[src/rtl/srt_pkg.sv]
// Package for the service routing table: request codes, entry kinds, status codes.
// No dependencies.
package srt_pkg;
	localparam int TABLE_DEPTH_DEF = 64;
	localparam int ALIAS_BYTES_DEF = 16;

	typedef enum logic [3:0] {
		REQ_CLEAR = 4'd0, REQ_ADD_NODE = 4'd1, REQ_ADD_SVC = 4'd2, REQ_RM_SVC = 4'd3,
		REQ_RM_NODE = 4'd4, REQ_ID_OF_ALIAS = 4'd5, REQ_ALIAS_OF_ID = 4'd6,
		REQ_NODE_OF_SVC = 4'd7, REQ_LARGEST = 4'd8
	} req_t;

	typedef enum logic [1:0] {
		KIND_CLEAR = 2'd0, KIND_NODE = 2'd1, KIND_SERVICE = 2'd2
	} kind_t;

	localparam logic [1:0] ST_OK = 2'd0;
	localparam logic [1:0] ST_NOT_FOUND = 2'd1;
	localparam logic [1:0] ST_FULL = 2'd2;

	typedef struct packed {
		kind_t kind;
		logic [15:0] key;
		logic [7:0] typ;
		logic [63:0] alo;
		logic [63:0] ahi;
	} entry_t;
endpackage

[src/rtl/srt_alias_cmp.sv]
// Alias compare: bytes equal up to the first shared zero byte or ALIAS_BYTES.
// Depends on srt_pkg.
module srt_alias_cmp #(
	parameter int ALIAS_BYTES = srt_pkg::ALIAS_BYTES_DEF
) (
	input  logic [127:0] a,
	input  logic [127:0] b,
	output logic         match
);
	import srt_pkg::*;
	logic [15:0] diff;
	logic [15:0] zero;
	logic [15:0] stop;

	// per-byte flags, then a prefix scan of independent bytes
	always_comb begin
		for (int k = 0; k < 16; k++) begin
			diff[k] = (k < ALIAS_BYTES) && (a[8*k +: 8] != b[8*k +: 8]);
			zero[k] = (k < ALIAS_BYTES) && (a[8*k +: 8] == 8'h00);
		end
		// a mismatch counts unless an earlier shared zero ended the compare
		stop[0] = 1'b0;
		for (int k = 1; k < 16; k++)
			stop[k] = stop[k-1] | (zero[k-1] & ~diff[k-1]);
		match = ~|(diff & ~stop);
	end
endmodule

[config.mk]
export PLATFORM = sky130hd
export DESIGN_NAME = srt_alias_cmp
export DESIGN_NICKNAME = d
export VERILOG_FILES = /design/src/rtl/srt_pkg.sv /design/src/rtl/srt_alias_cmp.sv
export SDC_FILE = /design/constraint.sdc
export NUM_CORES = 1
export LEC_CHECK = 0
export BUFFER_PORTS_ARGS = -buffer_cell sky130_fd_sc_hd__buf_2
export CORE_AREA = 2 2 100 102
export DETAILED_ROUTE_END_ITERATION = 8
export DIE_AREA = 0 0 102 104
export PLACE_DENSITY = 0.54
export SLEW_MARGIN = 25
export SYNTH_ARGS = -nofsm -noshare
export SYNTH_HDL_FRONTEND = slang
export SYNTH_SLANG_ARGS = --single-unit
[constraint.sdc]
create_clock -name vclk -period 1.3
set_clock_uncertainty 0.2 [all_clocks]
set_input_delay 0.13 -clock vclk [all_inputs]
set_output_delay 0.13 -clock vclk [all_outputs]
set_load 0.01 [all_outputs]
==> results.md, run 1 <==
* Run status: complete, but fails checks
* Violated checks: negative setup slack
* All-Layer GR Usage at 14.11%
* Number of clock buffers in the layout at 0
* Area share of the leading cell type in the synthesized netlist at 58.91%
* Core area at 9549 sq um
* Area taken by flip-flops and latches at 0 sq um
* Maximum vdd ir drop at 0.0001036 V
* FP Rows at 36
* Final Core Density at 38.06%
* Total count of hold-check failures in the final report at 0
* Detailed-routing iteration count for the pre-antenna-repair pass at 4
* Dominant cell type by area after synthesis: sky130_fd_sc_hd__xnor2_1
* Static leakage power at 1.577 nW
* Synthesized instance count at 242
* Synthesized-area fraction occupied by ao, oa, aoi and oai cells at 4.558%
* Filler Cells Inserted at 1,052
* Number of DRC markers after the initial detailed-route iteration at 37
* # placed instances at 663
* Worst path bufs/invs at 3
* Met3 demand-to-capacity share in global routing at 1.210%
* Busiest layer in global routing: met2
* Antenna Diode Count at 0
* Mean instance size in the synthesized netlist at 7.373 sq um
* Hold Crit Endpoint: match
* Setup repair after global routing missed its margin: yes
* Critical path class: in2out
* Via total after detailed routing at 2,867
* Wire length of the first global-routing pass at 12,530 um
* Worst hold path class: in2out
* Largest net degree at the start of global routing at 4
* Simple logic cell fraction of the synthesized area at 32.61%
* Hold buffer count at cts at 0
* Hold Crit Start: a[1]
* Die W at 102 um
* Slowest cell on the critical path: sky130_fd_sc_hd__nor4_2
* Hold Slack at 0.6164 ns
* I/O pin cnt at 257
* Main combinational cell family by area after synthesis: XOR/XNOR gates
* Area of combinational cells with multiple inputs at 1923 sq um
* Power density normalized to cell area at 292.5 nW/um^2
* Setup slack of the critical path after layout at -0.5147 ns
* Number of DRC violations after detailed routing at 0
* Crit path cell chain: buf_6 -> buf_6 -> xnor2_2 -> nand4_1 -> nor4_2 -> nand3_1 -> a21oi_2 -> o211a_1 -> buf_6
* Number of pins exceeding their max-slew limit in the final report at 0
* Worst Max-Slew Pin Slew at 0.3549 ns
* Die Span Y at 104 um
* Fraction of final layout cells sized beyond drive strength 1 at 58.30%
* Max-slew headroom at the worst pin at 76.26%
* Total wire length at 8319 um
* Number of nets produced by synthesis at 498
* Post-DR wirelength/cell at 12.55 um
* Final Instance Count excl. Fillers at 663
* Area of the die at 10,610 sq um
* Detail-routed via count per cell at 4.324
* GR met2 Demand/Resource at 27.96%
* Data arrival time of the critical path at 1.48 ns
* Min cycle time layout at 1.815 ns
* Min-Delay Path Depth at 6
* Overall power of the completed layout at 1.063 mW
* Number of flip-flops and latches at 0
* Distinct cell type count of the synthesized netlist at 19
* Peak clock frequency supported by timing at 551.1 MHz
* Post-synthesis adder-cell area fraction at 0%
* Portion of netlist area occupied by mux cells at 0%
* Ratio of final minimum period to clock period at 139.6%
* Total of max-cap violations at 0
* Endpoint class of the critical path: output pin
* Critical path startpoint category: input port
* Count of buffers added by post-CTS timing repair for setup at 0
* Maximum fanout along the worst path at 2
* CP top delay family: simple AND/OR/NAND/NOR gates
* Vias in the first global route at 2,951
* Post-Syn Area at 1784 sq um
* Number of endpoints failing setup at the final stage at 1
* Synth Area in XOR/XNOR at 62.83%
* Initial antenna violation count at 0
* GP Congestion at 0.8985
* Number of input and output port buffers inserted at 257
* Final HPWL from detailed placement at 7833 um
* CP dominant cell by count: sky130_fd_sc_hd__buf_6
* Global routing usage on met1 at 16.66%
* Area delta synth->final at 103.7%
* Summed negative setup slack over all endpoints at -0.5147 ns
* Warning count from the yosys run at 0
* Antenna Nets Post-Route at 0
* Largest cells by area after synthesis: sky130_fd_sc_hd__xnor2_1 (59%), sky130_fd_sc_hd__nor4_1 (12%), sky130_fd_sc_hd__nand4_1 (11%)
* Delay of the slowest critical-path stage at 0.29 ns
* Worst endpoint required time at 0.97 ns
* Net count reported at finish at 788
* Post-synthesis sequential area ratio at 0%
* Starting density of the core at 18.68%
* Overflow left after global routing at 0
[worst max-delay path by stage]
stage          startpoint  endpoint  slack, ns  cells after the start
6_report           a[108]     match      -0.51                      9
5_1_grt             b[99]     match      -0.66                      8
4_1_cts            a[108]     match      -0.54                      9
3_5_place_dp       b[100]     match      -0.67                      8
3_3_place_gp       b[100]     match      -0.65                      8
2_1_floorplan       a[25]     match      -0.14                      5
[through the flow]
stage          worst slack [ns]  area (sq um)
2_1_floorplan           -0.1418          1784
3_3_place_gp            -0.6526          3470
3_5_place_dp            -0.6711          3470
4_1_cts                 -0.5375          3588
5_1_grt                 -0.6555          3635
6_report                -0.5147          3635
[cell type report]
cell class	instances	area share, %
Tap cell	133	4.578
Timing Repair Buffer	288	42.51
Multi-Input combinational cell	242	52.91
[layer usage]
metal | up-vias | part of all wire (%)
li1 | 1472 | -
met1 | 1264 | 40
met2 | 127 | 52
met3 | 4 | 7.3
met4 | 0 | 0.64
met5 | - | 0
[worst min-delay path: cells and delay by family]
kind	cells	cell delay [ns]
AND/OR/NAND/NOR	2	0.13
buffers and inverters	2	0.22
AO/OA/AOI/OAI	2	0.21
[Yosys cell counts]
cell                        instances
sky130_fd_sc_hd__o21ai_0            3
sky130_fd_sc_hd__xor2_1             8
sky130_fd_sc_hd__nor4_1            35
sky130_fd_sc_hd__xnor2_1          120
sky130_fd_sc_hd__nand4bb_1          1
sky130_fd_sc_hd__nor3_2             1
sky130_fd_sc_hd__nand3_1            1
sky130_fd_sc_hd__nor2_2             1
sky130_fd_sc_hd__nand4_1           30
sky130_fd_sc_hd__a211oi_1           2
sky130_fd_sc_hd__o211ai_1           2
sky130_fd_sc_hd__nor3_1             9
sky130_fd_sc_hd__or4_1              2
sky130_fd_sc_hd__nand2_1           19
sky130_fd_sc_hd__o2111ai_1          1
sky130_fd_sc_hd__a21oi_1            2
sky130_fd_sc_hd__nor2_1             3
sky130_fd_sc_hd__o31ai_1            1
sky130_fd_sc_hd__o211a_1            1
[what timing repair did]
item                                   CTS  global route
endpoints found under the hold margin    0             0
gates resized for setup                 20             7
setup endpoints to repair                1             1
pin swaps                               12             1
[power by group]
part           internal [mW]  leakage, nW  switching (mW)  total [mW]
logic                  0.631         1.58           0.432        1.06
clock network              0            0               0           0
registers                  0            0               0           0
[cells in the final DEF, fill, tap and decap left out]
master                      count
sky130_fd_sc_hd__a211oi_1       2
sky130_fd_sc_hd__a21oi_1        1
sky130_fd_sc_hd__a21oi_2        1
sky130_fd_sc_hd__buf_2        254
sky130_fd_sc_hd__buf_4         29
sky130_fd_sc_hd__buf_6          5
sky130_fd_sc_hd__nand2_1       19
sky130_fd_sc_hd__nand3_1        1
sky130_fd_sc_hd__nand4_1       30
sky130_fd_sc_hd__nand4bb_1      1
sky130_fd_sc_hd__nor2_1         3
sky130_fd_sc_hd__nor2_2         1
sky130_fd_sc_hd__nor3_1         7
sky130_fd_sc_hd__nor3_2         3
sky130_fd_sc_hd__nor4_1        27
sky130_fd_sc_hd__nor4_2         7
sky130_fd_sc_hd__nor4_4         1
sky130_fd_sc_hd__o2111ai_4      1
sky130_fd_sc_hd__o211a_1        1
sky130_fd_sc_hd__o211ai_1       2
sky130_fd_sc_hd__o21ai_0        1
sky130_fd_sc_hd__o21ai_1        1
sky130_fd_sc_hd__o21ai_2        1
sky130_fd_sc_hd__o31ai_1        1
sky130_fd_sc_hd__or4_1          2
sky130_fd_sc_hd__xnor2_1      116
sky130_fd_sc_hd__xnor2_2        4
sky130_fd_sc_hd__xor2_1         6
sky130_fd_sc_hd__xor2_2         2
[kinds of logic (layout without fill, tap and decap cells)]
logic type | after synthesis | count (layout)
compound gates | 12 | 12
simple gates | 102 | 102
xor+xnor | 128 | 128
buf+inv | 0 | 288
No activity file was read; power rests on OpenSTA's default activity.
==> inputs of run 2 (changes only) <==
--- a/config.mk
+++ b/config.mk
@@ -6,10 +6,13 @@
 export NUM_CORES = 1
 export LEC_CHECK = 0
 export BUFFER_PORTS_ARGS = -buffer_cell sky130_fd_sc_hd__buf_2
-export CORE_AREA = 2 2 100 102
+export CELL_PAD_IN_SITES_DETAIL_PLACEMENT = 1
+export CELL_PAD_IN_SITES_GLOBAL_PLACEMENT = 1
+export CORE_MARGIN = 2
+export CORE_UTILIZATION = 17
 export DETAILED_ROUTE_END_ITERATION = 8
-export DIE_AREA = 0 0 102 104
-export PLACE_DENSITY = 0.54
+export GPL_TIMING_DRIVEN = 0
+export PLACE_DENSITY = 0.78
 export SLEW_MARGIN = 25
 export SYNTH_ARGS = -nofsm -noshare
 export SYNTH_HDL_FRONTEND = slang
==> results.md, run 2 (synthesis gave the netlist of run 1 again) <==
* Number of clock buffers in the layout at 0 (unchanged)
* Post-DR wirelength/cell at 14.99 um (+19%)
* FP Rows at 37 (+2.8%)
* Number of flip-flops and latches at 0 (unchanged)
* Critical path class: in2out
* Antenna Diode Count at 0 (unchanged)
* Antenna Nets Post-Route at 0 (unchanged)
* Hold Crit Start: a[4]
* Setup slack of the critical path after layout at -0.6369 ns (-0.1222 ns)
* Area taken by flip-flops and latches at 0 sq um (unchanged)
* Final HPWL from detailed placement at 8979 um (+15%)
* All-Layer GR Usage at 15.42% (+1.3 points)
* Data arrival time of the critical path at 1.61 ns (+0.13 ns)
* Worst endpoint required time at 0.97 ns (about the same)
* Fraction of final layout cells sized beyond drive strength 1 at 55.00% (-3.3 points)
* Total of max-cap violations at 0 (unchanged)
* Hold Crit Endpoint: match
* Overall power of the completed layout at 1.020 mW (-4.1%)
* Area of the die at 11,330 sq um (+6.8%)
* Violated checks: negative setup slack
* Number of DRC violations after detailed routing at 0 (unchanged)
* GP Congestion at 0.8018 (-11%)
* Number of DRC markers after the initial detailed-route iteration at 41 (+11%)
* Die Span Y at 106.4 um (+2.4%)
* Hold Slack at 0.6095 ns (-0.006952 ns)
* Maximum vdd ir drop at 0.0001010 V (-2.6%)
* Initial antenna violation count at 0 (unchanged)
* Wire length of the first global-routing pass at 14,320 um (+14%)
* Number of input and output port buffers inserted at 257 (unchanged)
* Filler Cells Inserted at 1,354 (+29%)
* Ratio of final minimum period to clock period at 149.0% (+9.4 points)
* Endpoint class of the critical path: output pin
* Starting density of the core at 17.36% (-1.3 points)
* Core area at 10,280 sq um (+7.6%)
* Critical path startpoint category: input port
* Min cycle time layout at 1.937 ns (+0.1222 ns)
* Total wire length at 9534 um (+15%)
* Largest net degree at the start of global routing at 4 (unchanged)
* Most common cell after layout, fill and taps aside: sky130_fd_sc_hd__buf_2
* Vias in the first global route at 3,124 (+5.9%)
* Static leakage power at 1.488 nW (-5.6%)
* Net count reported at finish at 758 (-3.8%)
* Peak clock frequency supported by timing at 516.3 MHz (-6.3%)
* I/O pin cnt at 257 (unchanged)
* Power density normalized to cell area at 298.9 nW/um^2 (+2.2%)
* Min-Delay Path Depth at 6 (unchanged)
* Total placed instance area at 3241 sq um (-6.6%)
* Run status: complete, but fails checks
* Worst hold path class: in2out
* Via total after detailed routing at 2,836 (-1.1%)
* Detail-routed via count per cell at 4.459 (+3.1%)
* Setup repair after global routing missed its margin: yes
* Number of endpoints failing setup at the final stage at 1 (unchanged)
* Max-slew headroom at the worst pin at 72.85% (-3.4 points)
* Most frequent cells in the layout: sky130_fd_sc_hd__buf_2 (250), sky130_fd_sc_hd__xnor2_1 (111), sky130_fd_sc_hd__nor4_1 (33)
* Worst Max-Slew Pin Slew at 0.4035 ns (+0.04864 ns)
* Detailed-routing iteration count for the pre-antenna-repair pass at 4 (unchanged)
* Total count of hold-check failures in the final report at 0 (unchanged)
* Overflow left after global routing at 0 (unchanged)
* Hold buffer count at cts at 0 (unchanged)
* Final standard cell area without fillers at 3411 sq um (-6.2%)
* Maximum fanout along the worst path at 1 (-1)
* Area delta synth->final at 91.16%
* Die W at 106.4 um (+4.4%)
* Number of pins exceeding their max-slew limit in the final report at 0 (unchanged)
run 2: cell count changes in the layout (fill, tap and decap cells not counted), sizes merged:
cell / previous run / this run
buf: 288 / 258
run 2: what timing repair did:
item / in CTS / in global routing
pin swaps: 7 / 7
gates resized for setup: 14 / 15
gates cloned: 0 / 0
endpoints found under the setup margin: 1 / 1
buffers inserted: 0 / 1
run 2: layer usage:
layer,vias up,track usage (%),wire length (um)
met5,-,0,0
met4,0,2.134,122
met3,12,2.330,639
met2,124,32.05,5162
met1,1286,16.38,3610
li1,1414,-,-
run 2: critical path, stage by stage:
cell and delay (ns):
sky130_fd_sc_hd__buf_2 0.12, sky130_fd_sc_hd__xnor2_2 0.16, sky130_fd_sc_hd__nand4_1 0.17, sky130_fd_sc_hd__nor4_4 0.38, sky130_fd_sc_hd__nand4_1 0.17, sky130_fd_sc_hd__a21oi_2 0.19
sky130_fd_sc_hd__o211a_1 0.19, sky130_fd_sc_hd__buf_6 0.10
run 2: how the worst max path moves through the flow:
stage | from | endpoint | slack [ns] | depth (start not counted)
2_1_floorplan | a[25] | match | -0.14 | 5
3_3_place_gp | b[86] | match | -0.79 | 8
3_5_place_dp | b[86] | match | -0.92 | 8
4_1_cts | a[84] | match | -0.68 | 8
5_1_grt | b[94] | match | -0.74 | 8
6_report | b[94] | match | -0.64 | 8
run 2: stage by stage:
step | setup TNS [ns] | utilization, % | std cells | setup slack, ns
after floorplan | -0.1418 | - | 242 | -0.1418
after global placement | -0.7864 | 31.53 | 635 | -0.7864
after detailed placement | -0.9175 | 31.53 | 635 | -0.9175
after CTS | -0.6797 | 32.36 | 635 | -0.6797
after global routing | -0.7401 | 33.19 | 636 | -0.7401
final | -0.6369 | 33.19 | 636 | -0.6369
run 2: cell type report:
cell class,instances,area (sq um),share of cell area (%)
repair buffers,258,1341,39.33
well taps,136,170.2,4.989
multi-input cells,242,1899,55.69
run 2: power by group:
| part | internal [mW] | total (mW) | switching (mW) |
|---|---|---|---|
| Combinational | 0.592 | 1.02 | 0.428 |
| Clock | 0 | 0 | 0 |
| Sequential | 0 | 0 | 0 |
